### src/tlf_pkg.sv
// Shared types, constants and character helpers for the traffic log formatter.
// No dependencies; used by every module of the block.
`timescale 1ns / 1ps
`default_nettype none

package tlf_pkg;

   localparam int unsigned LINE_BYTES    = 16;
   localparam int unsigned LINE_IDX_W    = $clog2(LINE_BYTES);
   localparam int unsigned STEP_W        = LINE_IDX_W;
   localparam int unsigned OFFSET_W      = 32;
   localparam int unsigned SPLIT_W       = 16;
   localparam int unsigned CSR_DATA_W    = 16;
   localparam int unsigned QUEUE_DEPTH_D = 4;

   typedef enum logic [2:0] {
      MODE_NONE  = 3'd0,
      MODE_RAW   = 3'd1,
      MODE_STRIP = 3'd2,
      MODE_HEX   = 3'd3,
      MODE_ESC   = 3'd4
   } log_mode_type;

   typedef enum logic {
      CSR_LOG_MODE     = 1'b0,
      CSR_SPLIT_LENGTH = 1'b1
   } csr_index_type;

   typedef enum logic [3:0] {
      SEQ_IDLE,
      SEQ_ARROW,
      SEQ_OFFSET,
      SEQ_OFF_SP,
      SEQ_BODY,
      SEQ_GAP,
      SEQ_ASC_HEAD,
      SEQ_ASC_BODY,
      SEQ_ASC_TAIL,
      SEQ_LINE_NL,
      SEQ_END_NL
   } seq_state_type;

   // One classified input transaction, as handed from front to back.
   typedef struct packed {
      log_mode_type            mode;
      logic [7:0]              data_byte;
      logic                    outbound;
      logic                    prefix;      // buffer start: arrow (and offset) first
      logic                    has_byte;
      logic                    extra_gap;   // hex: byte 8 of a line
      logic                    ascii_col;   // hex: ASCII column follows
      logic                    new_line;    // hex: line full, new offset line
      logic                    split_line;  // escaped: split after this byte
      logic                    close;       // final newline
      logic [LINE_IDX_W-1:0]   line_idx;    // hex: slot of this byte in the line
      logic [OFFSET_W-1:0]     offset;      // hex: offset for the new line
   } item_cmd_type;

   localparam logic [7:0] CH_NL     = 8'h0A;
   localparam logic [7:0] CH_SPACE  = 8'h20;
   localparam logic [7:0] CH_DASH   = 8'h2D;
   localparam logic [7:0] CH_DOT    = 8'h2E;
   localparam logic [7:0] CH_LT     = 8'h3C;
   localparam logic [7:0] CH_GT     = 8'h3E;
   localparam logic [7:0] CH_BSLASH = 8'h5C;
   localparam logic [7:0] CH_BAR    = 8'h7C;
   localparam logic [7:0] CH_LC_N   = 8'h6E;
   localparam logic [7:0] CH_LC_R   = 8'h72;
   localparam logic [7:0] CH_LC_T   = 8'h74;

   localparam logic [7:0] BYTE_TAB  = 8'd9;
   localparam logic [7:0] BYTE_LF   = 8'd10;
   localparam logic [7:0] BYTE_CR   = 8'd13;
   localparam logic [7:0] BYTE_BSL  = 8'd92;
   localparam logic [7:0] BYTE_SP   = 8'd32;
   localparam logic [7:0] BYTE_TILD = 8'd126;
   localparam logic [7:0] BYTE_DEL  = 8'd127;

   function automatic logic [7:0] hex_char(input logic [3:0] nib);
      hex_char = (nib < 4'd10) ? (8'h30 + {4'd0, nib}) : (8'h37 + {4'd0, nib});
   endfunction

   function automatic logic printable(input logic [7:0] b);
      printable = (b >= BYTE_SP) && (b <= BYTE_TILD);
   endfunction

   function automatic logic esc_special(input logic [7:0] b);
      esc_special = (b == BYTE_BSL) || (b == BYTE_TAB) || (b == BYTE_LF) || (b == BYTE_CR);
   endfunction

   function automatic logic [1:0] esc_len(input logic [7:0] b);
      if (esc_special(b)) begin
         esc_len = 2'd2;
      end else if (b >= BYTE_SP && b <= BYTE_DEL) begin
         esc_len = 2'd1;
      end else begin
         esc_len = 2'd3;
      end
   endfunction

   function automatic logic [7:0] esc_char(input logic [7:0] b, input logic [1:0] idx);
      logic plain;
      plain = !esc_special(b) && (b >= BYTE_SP) && (b <= BYTE_DEL);
      if (idx == 2'd0) begin
         esc_char = plain ? b : CH_BSLASH;
      end else if (idx == 2'd1) begin
         if (b == BYTE_BSL) begin
            esc_char = CH_BSLASH;
         end else if (b == BYTE_TAB) begin
            esc_char = CH_LC_T;
         end else if (b == BYTE_LF) begin
            esc_char = CH_LC_N;
         end else if (b == BYTE_CR) begin
            esc_char = CH_LC_R;
         end else begin
            esc_char = hex_char(b[7:4]);
         end
      end else begin
         esc_char = hex_char(b[3:0]);
      end
   endfunction

endpackage

`default_nettype wire

### src/tlf_front.sv
// Front end: configuration registers, buffer state and classification of
// each input transaction into a command. Depends on tlf_pkg.
`timescale 1ns / 1ps
`default_nettype none

module tlf_front (
   input  wire logic                         clock,
   input  wire logic                         reset,
   input  wire logic                         req_valid,
   output logic                              req_stall,
   input  wire logic [7:0]                   req_data_byte,
   input  wire logic                         req_byte_valid,
   input  wire logic                         req_outbound,
   input  wire logic                         req_buffer_end,
   input  wire logic                         csr_valid,
   output logic                              csr_ready,
   input  wire logic                         csr_index,
   input  wire logic [tlf_pkg::CSR_DATA_W-1:0] csr_wdata,
   input  wire logic                         q_full,
   output logic                              q_push,
   output tlf_pkg::item_cmd_type             q_cmd
);

   tlf_pkg::log_mode_type                  log_mode_ff, log_mode_in;
   logic [tlf_pkg::SPLIT_W-1:0]            split_len_ff, split_len_in;
   logic                                   at_start_ff, at_start_in;
   logic [tlf_pkg::OFFSET_W-1:0]           byte_offset_ff, byte_offset_in;
   logic [tlf_pkg::SPLIT_W-1:0]            split_cnt_ff, split_cnt_in;

   logic                                   mode_active;
   logic                                   is_hex;
   logic                                   is_esc;
   logic                                   end_eff;
   logic [tlf_pkg::OFFSET_W-1:0]           base_off;
   logic [tlf_pkg::OFFSET_W-1:0]           pos;
   logic [tlf_pkg::SPLIT_W-1:0]            base_split;
   logic [tlf_pkg::SPLIT_W-1:0]            split_next;
   logic [tlf_pkg::LINE_IDX_W-1:0]         k;
   logic                                   accept;

   assign req_stall = q_full;
   assign csr_ready = 1'b1;
   assign accept    = req_valid && !req_stall;

   always_comb begin
      mode_active = (log_mode_ff == tlf_pkg::MODE_RAW) || (log_mode_ff == tlf_pkg::MODE_STRIP)
                 || (log_mode_ff == tlf_pkg::MODE_HEX) || (log_mode_ff == tlf_pkg::MODE_ESC);
      is_hex      = (log_mode_ff == tlf_pkg::MODE_HEX);
      is_esc      = (log_mode_ff == tlf_pkg::MODE_ESC);
      end_eff     = !req_byte_valid || req_buffer_end;
      base_off    = at_start_ff ? '0 : byte_offset_ff;
      base_split  = at_start_ff ? '0 : split_cnt_ff;
      pos         = base_off + tlf_pkg::OFFSET_W'(1);
      split_next  = base_split + tlf_pkg::SPLIT_W'(1);
      k           = pos[tlf_pkg::LINE_IDX_W-1:0];

      q_push           = accept && mode_active;
      q_cmd.mode       = log_mode_ff;
      q_cmd.data_byte  = req_data_byte;
      q_cmd.outbound   = req_outbound;
      q_cmd.prefix     = at_start_ff;
      q_cmd.has_byte   = req_byte_valid;
      q_cmd.extra_gap  = is_hex && req_byte_valid
                      && (k == tlf_pkg::LINE_IDX_W'(tlf_pkg::LINE_BYTES / 2));
      q_cmd.ascii_col  = is_hex && req_byte_valid && ((k == '0) || req_buffer_end);
      q_cmd.new_line   = is_hex && req_byte_valid && (k == '0);
      q_cmd.split_line = is_esc && req_byte_valid && (split_next == split_len_ff);
      q_cmd.close      = end_eff;
      q_cmd.line_idx   = base_off[tlf_pkg::LINE_IDX_W-1:0];
      q_cmd.offset     = pos;
   end

   always_comb begin
      at_start_in    = at_start_ff;
      byte_offset_in = byte_offset_ff;
      split_cnt_in   = split_cnt_ff;
      if (q_push) begin
         at_start_in    = end_eff;
         byte_offset_in = (req_byte_valid && (is_hex || is_esc)) ? pos : base_off;
         if (req_byte_valid && is_esc) begin
            split_cnt_in = q_cmd.split_line ? '0 : split_next;
         end else begin
            split_cnt_in = base_split;
         end
      end
   end

   always_comb begin
      log_mode_in  = log_mode_ff;
      split_len_in = split_len_ff;
      if (csr_valid && csr_ready) begin
         unique case (tlf_pkg::csr_index_type'(csr_index))
            tlf_pkg::CSR_LOG_MODE:     log_mode_in  = tlf_pkg::log_mode_type'(csr_wdata[2:0]);
            tlf_pkg::CSR_SPLIT_LENGTH: split_len_in = csr_wdata[tlf_pkg::SPLIT_W-1:0];
         endcase
      end
   end

   always_ff @(posedge clock) begin
      if (reset) begin
         log_mode_ff    <= tlf_pkg::MODE_NONE;
         split_len_ff   <= tlf_pkg::SPLIT_W'(1);
         at_start_ff    <= 1'b1;
         byte_offset_ff <= '0;
         split_cnt_ff   <= '0;
      end else begin
         log_mode_ff    <= log_mode_in;
         split_len_ff   <= split_len_in;
         at_start_ff    <= at_start_in;
         byte_offset_ff <= byte_offset_in;
         split_cnt_ff   <= split_cnt_in;
      end
   end

endmodule

`default_nettype wire

### src/tlf_queue.sv
// Short command queue between the front and back ends.
// Depends on tlf_pkg for the command type.
`timescale 1ns / 1ps
`default_nettype none

module tlf_queue #(
   parameter int unsigned DEPTH = tlf_pkg::QUEUE_DEPTH_D
) (
   input  wire logic                       clock,
   input  wire logic                       reset,
   input  wire logic                       push,
   input  wire tlf_pkg::item_cmd_type      push_cmd,
   input  wire logic                       pop,
   output tlf_pkg::item_cmd_type           head_cmd,
   output logic                            full,
   output logic                            empty,
   output logic [$clog2(DEPTH+1)-1:0]      count
);

   localparam int unsigned PTR_W = (DEPTH > 1) ? $clog2(DEPTH) : 1;
   localparam int unsigned CNT_W = $clog2(DEPTH + 1);

   tlf_pkg::item_cmd_type   slots_ff [DEPTH];
   logic [PTR_W-1:0]        wr_ptr_ff, wr_ptr_in;
   logic [PTR_W-1:0]        rd_ptr_ff, rd_ptr_in;
   logic [CNT_W-1:0]        count_ff, count_in;

   assign full     = (count_ff == CNT_W'(DEPTH));
   assign empty    = (count_ff == '0);
   assign count    = count_ff;
   assign head_cmd = slots_ff[rd_ptr_ff];

   always_comb begin
      wr_ptr_in = wr_ptr_ff;
      rd_ptr_in = rd_ptr_ff;
      count_in  = count_ff;
      if (push) begin
         wr_ptr_in = (wr_ptr_ff == PTR_W'(DEPTH - 1)) ? '0 : wr_ptr_ff + PTR_W'(1);
      end
      if (pop) begin
         rd_ptr_in = (rd_ptr_ff == PTR_W'(DEPTH - 1)) ? '0 : rd_ptr_ff + PTR_W'(1);
      end
      if (push && !pop) begin
         count_in = count_ff + CNT_W'(1);
      end else if (pop && !push) begin
         count_in = count_ff - CNT_W'(1);
      end
   end

   always_ff @(posedge clock) begin
      if (push) begin
         slots_ff[wr_ptr_ff] <= push_cmd;
      end
   end

   always_ff @(posedge clock) begin
      if (reset) begin
         wr_ptr_ff <= '0;
         rd_ptr_ff <= '0;
         count_ff  <= '0;
      end else begin
         wr_ptr_ff <= wr_ptr_in;
         rd_ptr_ff <= rd_ptr_in;
         count_ff  <= count_in;
      end
   end

endmodule

`default_nettype wire

### src/tlf_back.sv
// Back end: character sequencer that expands one command into log text,
// the hex line store and the output register. Depends on tlf_pkg.
`timescale 1ns / 1ps
`default_nettype none

module tlf_back (
   input  wire logic               clock,
   input  wire logic               reset,
   input  wire logic               q_empty,
   input  wire tlf_pkg::item_cmd_type q_head,
   output logic                    q_pop,
   output logic                    back_idle,
   output logic                    rsp_valid,
   input  wire logic               rsp_stall,
   output logic [7:0]              rsp_log_char,
   output logic                    rsp_char_last
);

   tlf_pkg::seq_state_type          state_ff, state_in;
   tlf_pkg::item_cmd_type           cmd_ff, cmd_in;
   logic [tlf_pkg::STEP_W-1:0]      step_ff, step_in;
   logic                            in_line_ff, in_line_in;
   logic [7:0]                      line_store_ff [tlf_pkg::LINE_BYTES];
   logic                            rsp_valid_ff, rsp_valid_in;
   logic [7:0]                      rsp_char_ff, rsp_char_in;
   logic                            rsp_last_ff, rsp_last_in;

   logic                            adv;
   logic                            seg_last;
   logic                            done;
   logic                            load;
   tlf_pkg::seq_state_type          follow;
   tlf_pkg::seq_state_type          first_state;
   tlf_pkg::seq_state_type          after_line;
   tlf_pkg::seq_state_type          after_prefix;
   tlf_pkg::seq_state_type          after_asc;
   tlf_pkg::seq_state_type          after_gap;
   logic [1:0]                      body_len;
   logic [7:0]                      body_char;
   logic [7:0]                      cur_char;
   logic [tlf_pkg::OFFSET_W-1:0]    off_val;
   logic [3:0]                      off_nib;
   logic [7:0]                      asc_byte;

   assign rsp_valid     = rsp_valid_ff;
   assign rsp_log_char  = rsp_char_ff;
   assign rsp_char_last = rsp_last_ff;
   assign back_idle     = (state_ff == tlf_pkg::SEQ_IDLE);
   // output register is free this cycle
   assign adv           = !rsp_valid_ff || !rsp_stall;

   // body character and length of the current command
   always_comb begin
      body_len  = 2'd1;
      body_char = cmd_ff.data_byte;
      unique case (cmd_ff.mode)
         tlf_pkg::MODE_RAW: begin
            body_len  = 2'd1;
            body_char = cmd_ff.data_byte;
         end
         tlf_pkg::MODE_STRIP: begin
            body_len  = 2'd1;
            body_char = tlf_pkg::printable(cmd_ff.data_byte) ? cmd_ff.data_byte
                                                             : tlf_pkg::CH_DOT;
         end
         tlf_pkg::MODE_HEX: begin
            body_len = 2'd3;
            if (step_ff == tlf_pkg::STEP_W'(0)) begin
               body_char = tlf_pkg::hex_char(cmd_ff.data_byte[7:4]);
            end else if (step_ff == tlf_pkg::STEP_W'(1)) begin
               body_char = tlf_pkg::hex_char(cmd_ff.data_byte[3:0]);
            end else begin
               body_char = tlf_pkg::CH_SPACE;
            end
         end
         tlf_pkg::MODE_ESC: begin
            body_len  = tlf_pkg::esc_len(cmd_ff.data_byte);
            body_char = tlf_pkg::esc_char(cmd_ff.data_byte, step_ff[1:0]);
         end
         default: begin
            body_len  = 2'd1;
            body_char = cmd_ff.data_byte;
         end
      endcase
   end

   // segment decode: last character of the segment and the segment after it
   always_comb begin
      after_line   = cmd_ff.close ? tlf_pkg::SEQ_END_NL : tlf_pkg::SEQ_IDLE;
      after_prefix = cmd_ff.has_byte ? tlf_pkg::SEQ_BODY : tlf_pkg::SEQ_END_NL;
      after_asc    = cmd_ff.new_line ? tlf_pkg::SEQ_LINE_NL : after_line;
      after_gap    = cmd_ff.ascii_col ? tlf_pkg::SEQ_ASC_HEAD : after_asc;
      first_state  = q_head.prefix ? tlf_pkg::SEQ_ARROW
                   : (q_head.has_byte ? tlf_pkg::SEQ_BODY : tlf_pkg::SEQ_END_NL);
      seg_last     = 1'b0;
      follow       = tlf_pkg::SEQ_IDLE;
      unique case (state_ff)
         tlf_pkg::SEQ_IDLE: begin
            seg_last = 1'b0;
            follow   = tlf_pkg::SEQ_IDLE;
         end
         tlf_pkg::SEQ_ARROW: begin
            seg_last = (step_ff == tlf_pkg::STEP_W'(3));
            if (cmd_ff.mode == tlf_pkg::MODE_HEX) begin
               follow = tlf_pkg::SEQ_OFFSET;
            end else begin
               follow = in_line_ff ? after_line : after_prefix;
            end
         end
         tlf_pkg::SEQ_OFFSET: begin
            seg_last = (step_ff == tlf_pkg::STEP_W'(7));
            follow   = tlf_pkg::SEQ_OFF_SP;
         end
         tlf_pkg::SEQ_OFF_SP: begin
            seg_last = (step_ff == tlf_pkg::STEP_W'(1));
            follow   = in_line_ff ? after_line : after_prefix;
         end
         tlf_pkg::SEQ_BODY: begin
            seg_last = (step_ff == tlf_pkg::STEP_W'(body_len - 2'd1));
            if (cmd_ff.mode == tlf_pkg::MODE_HEX) begin
               follow = cmd_ff.extra_gap ? tlf_pkg::SEQ_GAP : after_gap;
            end else if (cmd_ff.mode == tlf_pkg::MODE_ESC) begin
               follow = cmd_ff.split_line ? tlf_pkg::SEQ_LINE_NL : after_line;
            end else begin
               follow = after_line;
            end
         end
         tlf_pkg::SEQ_GAP: begin
            seg_last = 1'b1;
            follow   = after_gap;
         end
         tlf_pkg::SEQ_ASC_HEAD: begin
            seg_last = (step_ff == tlf_pkg::STEP_W'(2));
            follow   = tlf_pkg::SEQ_ASC_BODY;
         end
         tlf_pkg::SEQ_ASC_BODY: begin
            // the column runs up to and including this command's byte
            seg_last = (step_ff == cmd_ff.line_idx);
            follow   = tlf_pkg::SEQ_ASC_TAIL;
         end
         tlf_pkg::SEQ_ASC_TAIL: begin
            seg_last = 1'b1;
            follow   = after_asc;
         end
         tlf_pkg::SEQ_LINE_NL: begin
            seg_last = 1'b1;
            follow   = tlf_pkg::SEQ_ARROW;
         end
         tlf_pkg::SEQ_END_NL: begin
            seg_last = 1'b1;
            follow   = tlf_pkg::SEQ_IDLE;
         end
      endcase
      done = (state_ff != tlf_pkg::SEQ_IDLE) && seg_last && (follow == tlf_pkg::SEQ_IDLE);
   end

   // next state
   always_comb begin
      state_in   = state_ff;
      step_in    = step_ff;
      in_line_in = in_line_ff;
      cmd_in     = cmd_ff;
      if (load) begin
         state_in   = first_state;
         step_in    = '0;
         in_line_in = 1'b0;
         cmd_in     = q_head;
      end else if (state_ff != tlf_pkg::SEQ_IDLE && adv) begin
         if (seg_last) begin
            state_in = follow;
            step_in  = '0;
            if (state_ff == tlf_pkg::SEQ_LINE_NL) begin
               in_line_in = 1'b1;
            end
         end else begin
            step_in = step_ff + tlf_pkg::STEP_W'(1);
         end
      end
   end

   // outputs: current character, queue pop, output register
   always_comb begin
      off_val  = in_line_ff ? cmd_ff.offset : '0;
      off_nib  = 4'(off_val >> {~step_ff[2:0], 2'b00});
      asc_byte = line_store_ff[step_ff];
      cur_char = tlf_pkg::CH_SPACE;
      unique case (state_ff)
         tlf_pkg::SEQ_IDLE:     cur_char = tlf_pkg::CH_SPACE;
         tlf_pkg::SEQ_ARROW: begin
            if (step_ff == tlf_pkg::STEP_W'(0)) begin
               cur_char = cmd_ff.outbound ? tlf_pkg::CH_DASH : tlf_pkg::CH_LT;
            end else if (step_ff == tlf_pkg::STEP_W'(1)) begin
               cur_char = tlf_pkg::CH_DASH;
            end else if (step_ff == tlf_pkg::STEP_W'(2)) begin
               cur_char = cmd_ff.outbound ? tlf_pkg::CH_GT : tlf_pkg::CH_DASH;
            end else begin
               cur_char = tlf_pkg::CH_SPACE;
            end
         end
         tlf_pkg::SEQ_OFFSET:   cur_char = tlf_pkg::hex_char(off_nib);
         tlf_pkg::SEQ_OFF_SP:   cur_char = tlf_pkg::CH_SPACE;
         tlf_pkg::SEQ_BODY:     cur_char = body_char;
         tlf_pkg::SEQ_GAP:      cur_char = tlf_pkg::CH_SPACE;
         tlf_pkg::SEQ_ASC_HEAD: begin
            cur_char = (step_ff == tlf_pkg::STEP_W'(2)) ? tlf_pkg::CH_BAR : tlf_pkg::CH_SPACE;
         end
         tlf_pkg::SEQ_ASC_BODY: begin
            cur_char = tlf_pkg::printable(asc_byte) ? asc_byte : tlf_pkg::CH_DOT;
         end
         tlf_pkg::SEQ_ASC_TAIL: cur_char = tlf_pkg::CH_BAR;
         tlf_pkg::SEQ_LINE_NL:  cur_char = tlf_pkg::CH_NL;
         tlf_pkg::SEQ_END_NL:   cur_char = tlf_pkg::CH_NL;
      endcase

      load  = !q_empty && ((state_ff == tlf_pkg::SEQ_IDLE) || (adv && done));
      q_pop = load;

      rsp_valid_in = rsp_valid_ff;
      rsp_char_in  = rsp_char_ff;
      rsp_last_in  = rsp_last_ff;
      if (adv) begin
         rsp_valid_in = (state_ff != tlf_pkg::SEQ_IDLE);
         rsp_char_in  = cur_char;
         rsp_last_in  = done;
      end
   end

   always_ff @(posedge clock) begin
      if (load && (q_head.mode == tlf_pkg::MODE_HEX) && q_head.has_byte) begin
         line_store_ff[q_head.line_idx] <= q_head.data_byte;
      end
      cmd_ff      <= cmd_in;
      rsp_char_ff <= rsp_char_in;
      rsp_last_ff <= rsp_last_in;
   end

   always_ff @(posedge clock) begin
      if (reset) begin
         state_ff     <= tlf_pkg::SEQ_IDLE;
         step_ff      <= '0;
         in_line_ff   <= 1'b0;
         rsp_valid_ff <= 1'b0;
      end else begin
         state_ff     <= state_in;
         step_ff      <= step_in;
         in_line_ff   <= in_line_in;
         rsp_valid_ff <= rsp_valid_in;
      end
   end

endmodule

`default_nettype wire

### src/traffic_log_formatter_unit.sv
// Top level of the traffic log formatter: front end, command queue, back end.
// Depends on tlf_pkg, tlf_front, tlf_queue and tlf_back.
`timescale 1ns / 1ps
`default_nettype none

// Turns buffer bytes into log text, one character per cycle on the rsp channel
// while rsp_stall is low. Each req transaction (one byte plus direction,
// buffer-end and valid flags) yields 0 to 39 characters; char_last marks the
// final one. The front end accepts one transaction per cycle while the
// QUEUE_DEPTH-entry command queue has room; the back-end character sequencer
// emits 1 character per raw/strip byte, 1 to 3 per escaped byte plus 5 on a
// line split, 3 to 4 per hex byte plus 20 for the ASCII column and 15 for the
// new offset line when a hex line fills, and passes through its idle state to
// take the next command when it had run dry. Mode none drops transactions
// without output. Write log_mode (index 0) and split_length (index 1) only while the block is idle.
module traffic_log_formatter_unit #(
   parameter int unsigned QUEUE_DEPTH = tlf_pkg::QUEUE_DEPTH_D
) (
   input  wire logic                           clock,
   input  wire logic                           reset,
   input  wire logic                           req_valid,
   output logic                                req_stall,
   input  wire logic [7:0]                     req_data_byte,
   input  wire logic                           req_byte_valid,
   input  wire logic                           req_outbound,
   input  wire logic                           req_buffer_end,
   output logic                                rsp_valid,
   input  wire logic                           rsp_stall,
   output logic [7:0]                          rsp_log_char,
   output logic                                rsp_char_last,
   input  wire logic                           csr_valid,
   output logic                                csr_ready,
   input  wire logic                           csr_index,
   input  wire logic [tlf_pkg::CSR_DATA_W-1:0] csr_wdata
);

   tlf_pkg::item_cmd_type              q_cmd;
   tlf_pkg::item_cmd_type              q_head;
   logic                               q_push;
   logic                               q_pop;
   logic                               q_full;
   logic                               q_empty;
   logic [$clog2(QUEUE_DEPTH+1)-1:0]   q_count;
   logic                               back_idle;

   tlf_front u_front (
      .clock          (clock),
      .reset          (reset),
      .req_valid      (req_valid),
      .req_stall      (req_stall),
      .req_data_byte  (req_data_byte),
      .req_byte_valid (req_byte_valid),
      .req_outbound   (req_outbound),
      .req_buffer_end (req_buffer_end),
      .csr_valid      (csr_valid),
      .csr_ready      (csr_ready),
      .csr_index      (csr_index),
      .csr_wdata      (csr_wdata),
      .q_full         (q_full),
      .q_push         (q_push),
      .q_cmd          (q_cmd)
   );

   tlf_queue #(
      .DEPTH (QUEUE_DEPTH)
   ) u_queue (
      .clock    (clock),
      .reset    (reset),
      .push     (q_push),
      .push_cmd (q_cmd),
      .pop      (q_pop),
      .head_cmd (q_head),
      .full     (q_full),
      .empty    (q_empty),
      .count    (q_count)
   );

   tlf_back u_back (
      .clock         (clock),
      .reset         (reset),
      .q_empty       (q_empty),
      .q_head        (q_head),
      .q_pop         (q_pop),
      .back_idle     (back_idle),
      .rsp_valid     (rsp_valid),
      .rsp_stall     (rsp_stall),
      .rsp_log_char  (rsp_log_char),
      .rsp_char_last (rsp_char_last)
   );

   a_no_overflow: assert property (@(posedge clock) disable iff (reset)
      q_push |-> !q_full)
      else $error("command pushed into a full queue");

   a_count_bound: assert property (@(posedge clock) disable iff (reset)
      q_count <= ($clog2(QUEUE_DEPTH+1))'(QUEUE_DEPTH))
      else $error("queue count beyond depth");

   a_back_starts: assert property (@(posedge clock) disable iff (reset)
      (back_idle && !q_empty) |=> !back_idle)
      else $error("back end idle with a pending command");

   a_no_pop_empty: assert property (@(posedge clock) disable iff (reset)
      q_pop |-> !q_empty)
      else $error("pop from an empty queue");

endmodule

`default_nettype wire
### config.mk
export PLATFORM = sky130hd
export DESIGN_NAME = traffic_log_formatter_unit
export DESIGN_NICKNAME = d
export VERILOG_FILES = /design/src/tlf_pkg.sv /design/src/tlf_front.sv /design/src/tlf_queue.sv /design/src/tlf_back.sv /design/src/traffic_log_formatter_unit.sv
export SDC_FILE = /design/constraint.sdc
export NUM_CORES = 1
export LEC_CHECK = 0
export ABC_AREA = 0
export BUFFER_PORTS_ARGS = -buffer_cell sky130_fd_sc_hd__buf_4
export CORE_MARGIN = 1
export CORE_UTILIZATION = 50
export CTS_BUF_LIST = sky130_fd_sc_hd__clkbuf_8
export DETAILED_ROUTE_END_ITERATION = 12
export HOLD_SLACK_MARGIN = 0.15
export MAX_ROUTING_LAYER = met4
export PLACE_DENSITY = 0.72
export SYNTH_ARGS = -nofsm -noshare
export SYNTH_HDL_FRONTEND = slang
export SYNTH_SLANG_ARGS = --single-unit
### constraint.sdc
create_clock -name clock -period 7.05 [get_ports clock]
set_input_delay 0.3525 -clock clock [delete_from_list [all_inputs] [get_ports clock]]
set_output_delay 0.3525 -clock clock [all_outputs]
set_load 0.005 [all_outputs]
==> summary.md <==
| Metric | Value |
|---|---|
| Post-synth ARST share | 0% |
| Cells on worst reg2reg path | 16 |
| Final Worst Setup Slack | 1.73 ns |
| Layout cells sized above 1 | about 16% |
| Crit Reg-Reg Startpoint | u_back.cmd_ff[49]$_DFFE_PN_ |
| Fin Setup TNS | 0 ns |
| Period minus WS final | between 5 and 6 ns |
| Main combinational cell family by area after synthesis | simple AND/OR/NAND/NOR gates |
| CTS tree | built |
| Post-synthesis sequential area ratio | a little over three fifths |
| Synth Instances | between 1,500 and 2,000 |
| Post_cts resized | 0 |
| Final Hold Viols | 0 |
| Io pins | 45 |
| Status | completed |
| Starting Density | between 50% and 60% |
| Worst Hold Launch | csr_valid |
| Die footprint | around 0.046 mm^2 |
| CP Class | reg -> reg |
| ANT nets after route | 0 |
| Worst setup SP type | register |
| First-pass GRT wire length | approximately 79 mm |
| Leak | about 0.0079 uW |
| Peak supply drop | approximately 140 uV |
| Critical Path AT | between 5 and 6 ns |
| GRT overflow | 0 |
| Clock root buffer | clkbuf_8 |
| Clock latency on the worst-skew pair | 0.65 ns |
| Number of enable flip-flop cells after synthesis | approximately 410 |
| Core ar. | 0.0443 mm^2 |
| GRT Util Overall | 22.9% |
| Area delta synth->final | 11.9% |
| Yosys cell types | 79 |
| Crit end category | register |
| Synth Area in Simple Gates | 12.1% |
| Maximum fanout along the worst path | 12 |
| Setup Viol. Count Final | 0 |
| First-pass DRT Iterations | 5 |
| Placer Congestion | between 0.8 and 0.9 |
| Hold Crit Class | in -> reg |
| Routed length per instance | roughly 21 um |
| Hold Path Stages | 4 |
| Min-Delay Endpoint | u_front.log_mode_ff[0]$_SDFFE_PP0P_ |
| Die Ht | ~210 um |
| Diode count | 0 |
| Synthesized area per cell | about 13 um^2 |
| Hold Slack | about 0.26 ns |
| PortBufs | 43 |
| Worst-path clk slew | roughly 0.060 ns |
| Compound-gate portion of the synthesized area | ~8.9% |
| Synth Flop Type | edfxtp_1 |
| YS warnings | 0 |
| Post-DP HPWL | 31.7 mm |
| Initial antenna violation count | 0 |
| Inst Count DP | roughly 2,200 |
| DRC violations left | 0 |
| Worst Skew | slightly above 0.03 ns |
| Register-to-register setup slack | around 1.7 ns |
| Via count | 14,300 |
| Max-Cap Viols | 0 |
| CTS H-Tree Depth | 3 |
| R2R Path End | u_back.line_store_ff[14][3]$_DFFE_PP_ |
| Post-Synth Adder-Cell Area | around 1.3% |
| Max Transition Viols Final | 0 |
| Largest net degree at the start of global routing | 87 |
| Worst-case clock buffer depth | 3 |
| Syn_nets | about 1,700 |
| Max-slew headroom | 22.9% |
| Vias per cell | slightly below 6 |
| CTS sink cnt | approximately 500 |
| Final non-filler cell total | 2,409 |
| Mux cell area share after synthesis | roughly a tenth |
| Worst Path Required | approximately 7.3 ns |
| Width of the die | ~210 um |
| Inserted Clock Buffers | 81 |
| DR iter-0 viols | 1,547 |
| Fill cells | ~3,500 |
| Post-Place Worst Slack | ~1.8 ns |
| Post-Syn Area | ~0.022 mm^2 |
| Drt total wl | ~50 mm |
| Fmax | ~190 MHz |
| Synth Register Bits | around 500 |
| Num rows | 77 |
| RSZ-0062 raised after global routing | no |
| PwrDens | between 200 and 300 mW/mm^2 |
| Synth Area in XOR/XNOR | 2.22% |
| Final net count | 1,808 |
| Final worst path period share | between 70% and 80% |
| Vias in the first global route | 14,200 |
| Worst slew pin tran | between 1 and 1.5 ns |
[synth_stat cells (6+ instances only)]
cell type / number / share of area, %
edfxtp_1: 411 / 55
or3_1: 10 / 0.28
buf_2: 13 / 0.29
clkbuf_1: 56 / 0.94
a21oi_1: 102 / 2.3
or2_2: 7 / 0.19
nand3_1: 48 / 1.1
mux2i_1: 10 / 0.45
nor2_1: 125 / 2.1
inv_1: 27 / 0.45
dfxtp_1: 91 / 8.1
nor3_1: 23 / 0.51
a211oi_1: 9 / 0.30
a31oi_1: 21 / 0.58
a22oi_1: 33 / 1.1
o21ai_0: 83 / 1.8
xnor2_1: 35 / 1.4
ha_1: 22 / 1.2
nand2_1: 155 / 2.6
and4b_1: 7 / 0.31
nand3b_1: 12 / 0.40
mux4_2: 97 / 9.7
and2_1: 16 / 0.45
nand4_1: 22 / 0.61
nor2b_1: 38 / 1.1
xor2_1: 22 / 0.86
buf_1: 17 / 0.28
or4_1: 6 / 0.20
nand2b_1: 21 / 0.58
and3_1: 18 / 0.50
[final cells by class]
type,count,area [um^2],area share [%]
repair buffers,90,746,2.97
well taps,592,741,2.95
clock buffers,85,1170,4.65
multi-input cells,1049,7850,31.2
clock inverters,63,359,1.43
inverters,28,105,0.418
flip-flops and latches,502,14200,56.4
[cells in the final DEF (no fill, tap or decap), types with 10 or more instances in the layout]
cell,instances
mux4_2,97
nor2_1,124
or3_1,10
a21oi_1,102
dlygate4sd3_1,28
xor2_1,22
o21ai_0,82
buf_4,62
and2_1,12
nand2b_1,21
clkinv_1,17
and3_1,18
nand3_1,48
ha_1,22
a31oi_1,21
edfxtp_1,411
clkbuf_8,85
nand3b_1,12
mux2i_1,10
nor3_1,23
nand2_1,155
a22oi_1,33
inv_1,52
clkinv_2,14
xnor2_1,35
dfxtp_1,87
nand4_1,22
nor2b_1,38
[per-layer routing]
| layer | up-vias | share of wire [%] | track usage, % |
|---|---|---|---|
| li1 | 6600 | - | - |
| met1 | 7102 | 43 | 29.2 |
| met2 | 474 | 50 | 37.5 |
| met3 | 99 | 5.3 | 3.73 |
| met4 | 0 | 2.4 | 7.84 |
| met5 | - | 0 | - |
[logic make-up after synthesis]
logic type / count (synthesis)
AO/OA/AOI/OAI: 319
XOR/XNOR: 57
adder cells (fa/ha/maj): 23
buffers and inverters: 117
flip-flops: 502
multiplexers: 112
other: 1
AND/OR/NAND/NOR: 537
[what timing repair did]
action                                 in CTS  in global routing
hold buffers                               28                  0
endpoints found under the hold margin      67                  0
buffers inserted                            0                  0
[worst max-delay path: stages (launching register included)]
cell,delay (ns)
edfxtp_1,0.55
inv_1,0.19
ha_1,0.16
nor3b_1,0.36
nand3_1,0.23
and3_1,0.31
a21oi_1,0.14
nor2_1,0.06
ha_1,0.21
nor3b_1,0.17
or3_1,0.33
a211oi_1,0.24
o21a_1,0.18
o221a_2,0.23
o31a_1,0.28
nand4_1,0.56
nor2_1,0.73
[where the power goes]
part           internal, uW  leakage, uW  switching (uW)
clock network          1240     0.000886            1130
registers              3410      0.00426             134
logic                   537      0.00276             797
[registers in the layout, indices dropped and copies added (netlist names), named ones only]
| name | count |
|---|---|
| u_back.rsp_valid | 1 |
| u_back.in_line_ff | 1 |
| u_queue.rd_ptr_ff | 2 |
| u_front.split_cnt_ff | 16 |
| u_back.rsp_log_char | 8 |
| u_back.line_store_ff | 128 |
| u_front.at_start_ff | 1 |
| u_back.rsp_char_last | 1 |
| u_front.split_len_ff | 16 |
| u_back.step_ff | 4 |
| u_front.byte_offset_ff | 32 |
| u_queue.count | 3 |
| u_front.log_mode_ff | 3 |
| u_queue.wr_ptr_ff | 2 |
| u_back.state_ff | 4 |
| u_back.cmd_ff | 54 |
| u_queue.slots_ff | 220 |
[worst max path at each step]
stage | startpoint | end | cells after the start
2_1_floorplan | u_back.cmd_ff[49]$_DFFE_PN_ | u_queue.count[2]$_SDFFE_PP0P_ | 23
5_1_grt | u_back.cmd_ff[49]$_DFFE_PN_ | u_back.line_store_ff[0][4]$_DFFE_PP_ | 16
4_1_cts | u_back.cmd_ff[49]$_DFFE_PN_ | u_back.line_store_ff[4][1]$_DFFE_PP_ | 16
3_5_place_dp | u_back.cmd_ff[49]$_DFFE_PN_ | u_back.line_store_ff[9][2]$_DFFE_PP_ | 16
6_report | u_back.cmd_ff[49]$_DFFE_PN_ | u_back.line_store_ff[14][3]$_DFFE_PP_ | 16
3_3_place_gp | u_back.cmd_ff[49]$_DFFE_PN_ | u_back.line_store_ff[9][0]$_DFFE_PP_ | 16
[stage by stage]
| stage | util [%] | area, um^2 | total power [uW] |
|---|---|---|---|
| 2_1_floorplan | - | 22500 | 4490 |
| 3_3_place_gp | 52.7 | 23300 | 4910 |
| 3_5_place_dp | 52.7 | 23300 | 4920 |
| 4_1_cts | 56.7 | 25100 | 7290 |
| 5_1_grt | 56.7 | 25100 | 7560 |
| 6_report | 56.7 | 25100 | 7250 |
Power figures use the tool's default switching activity.
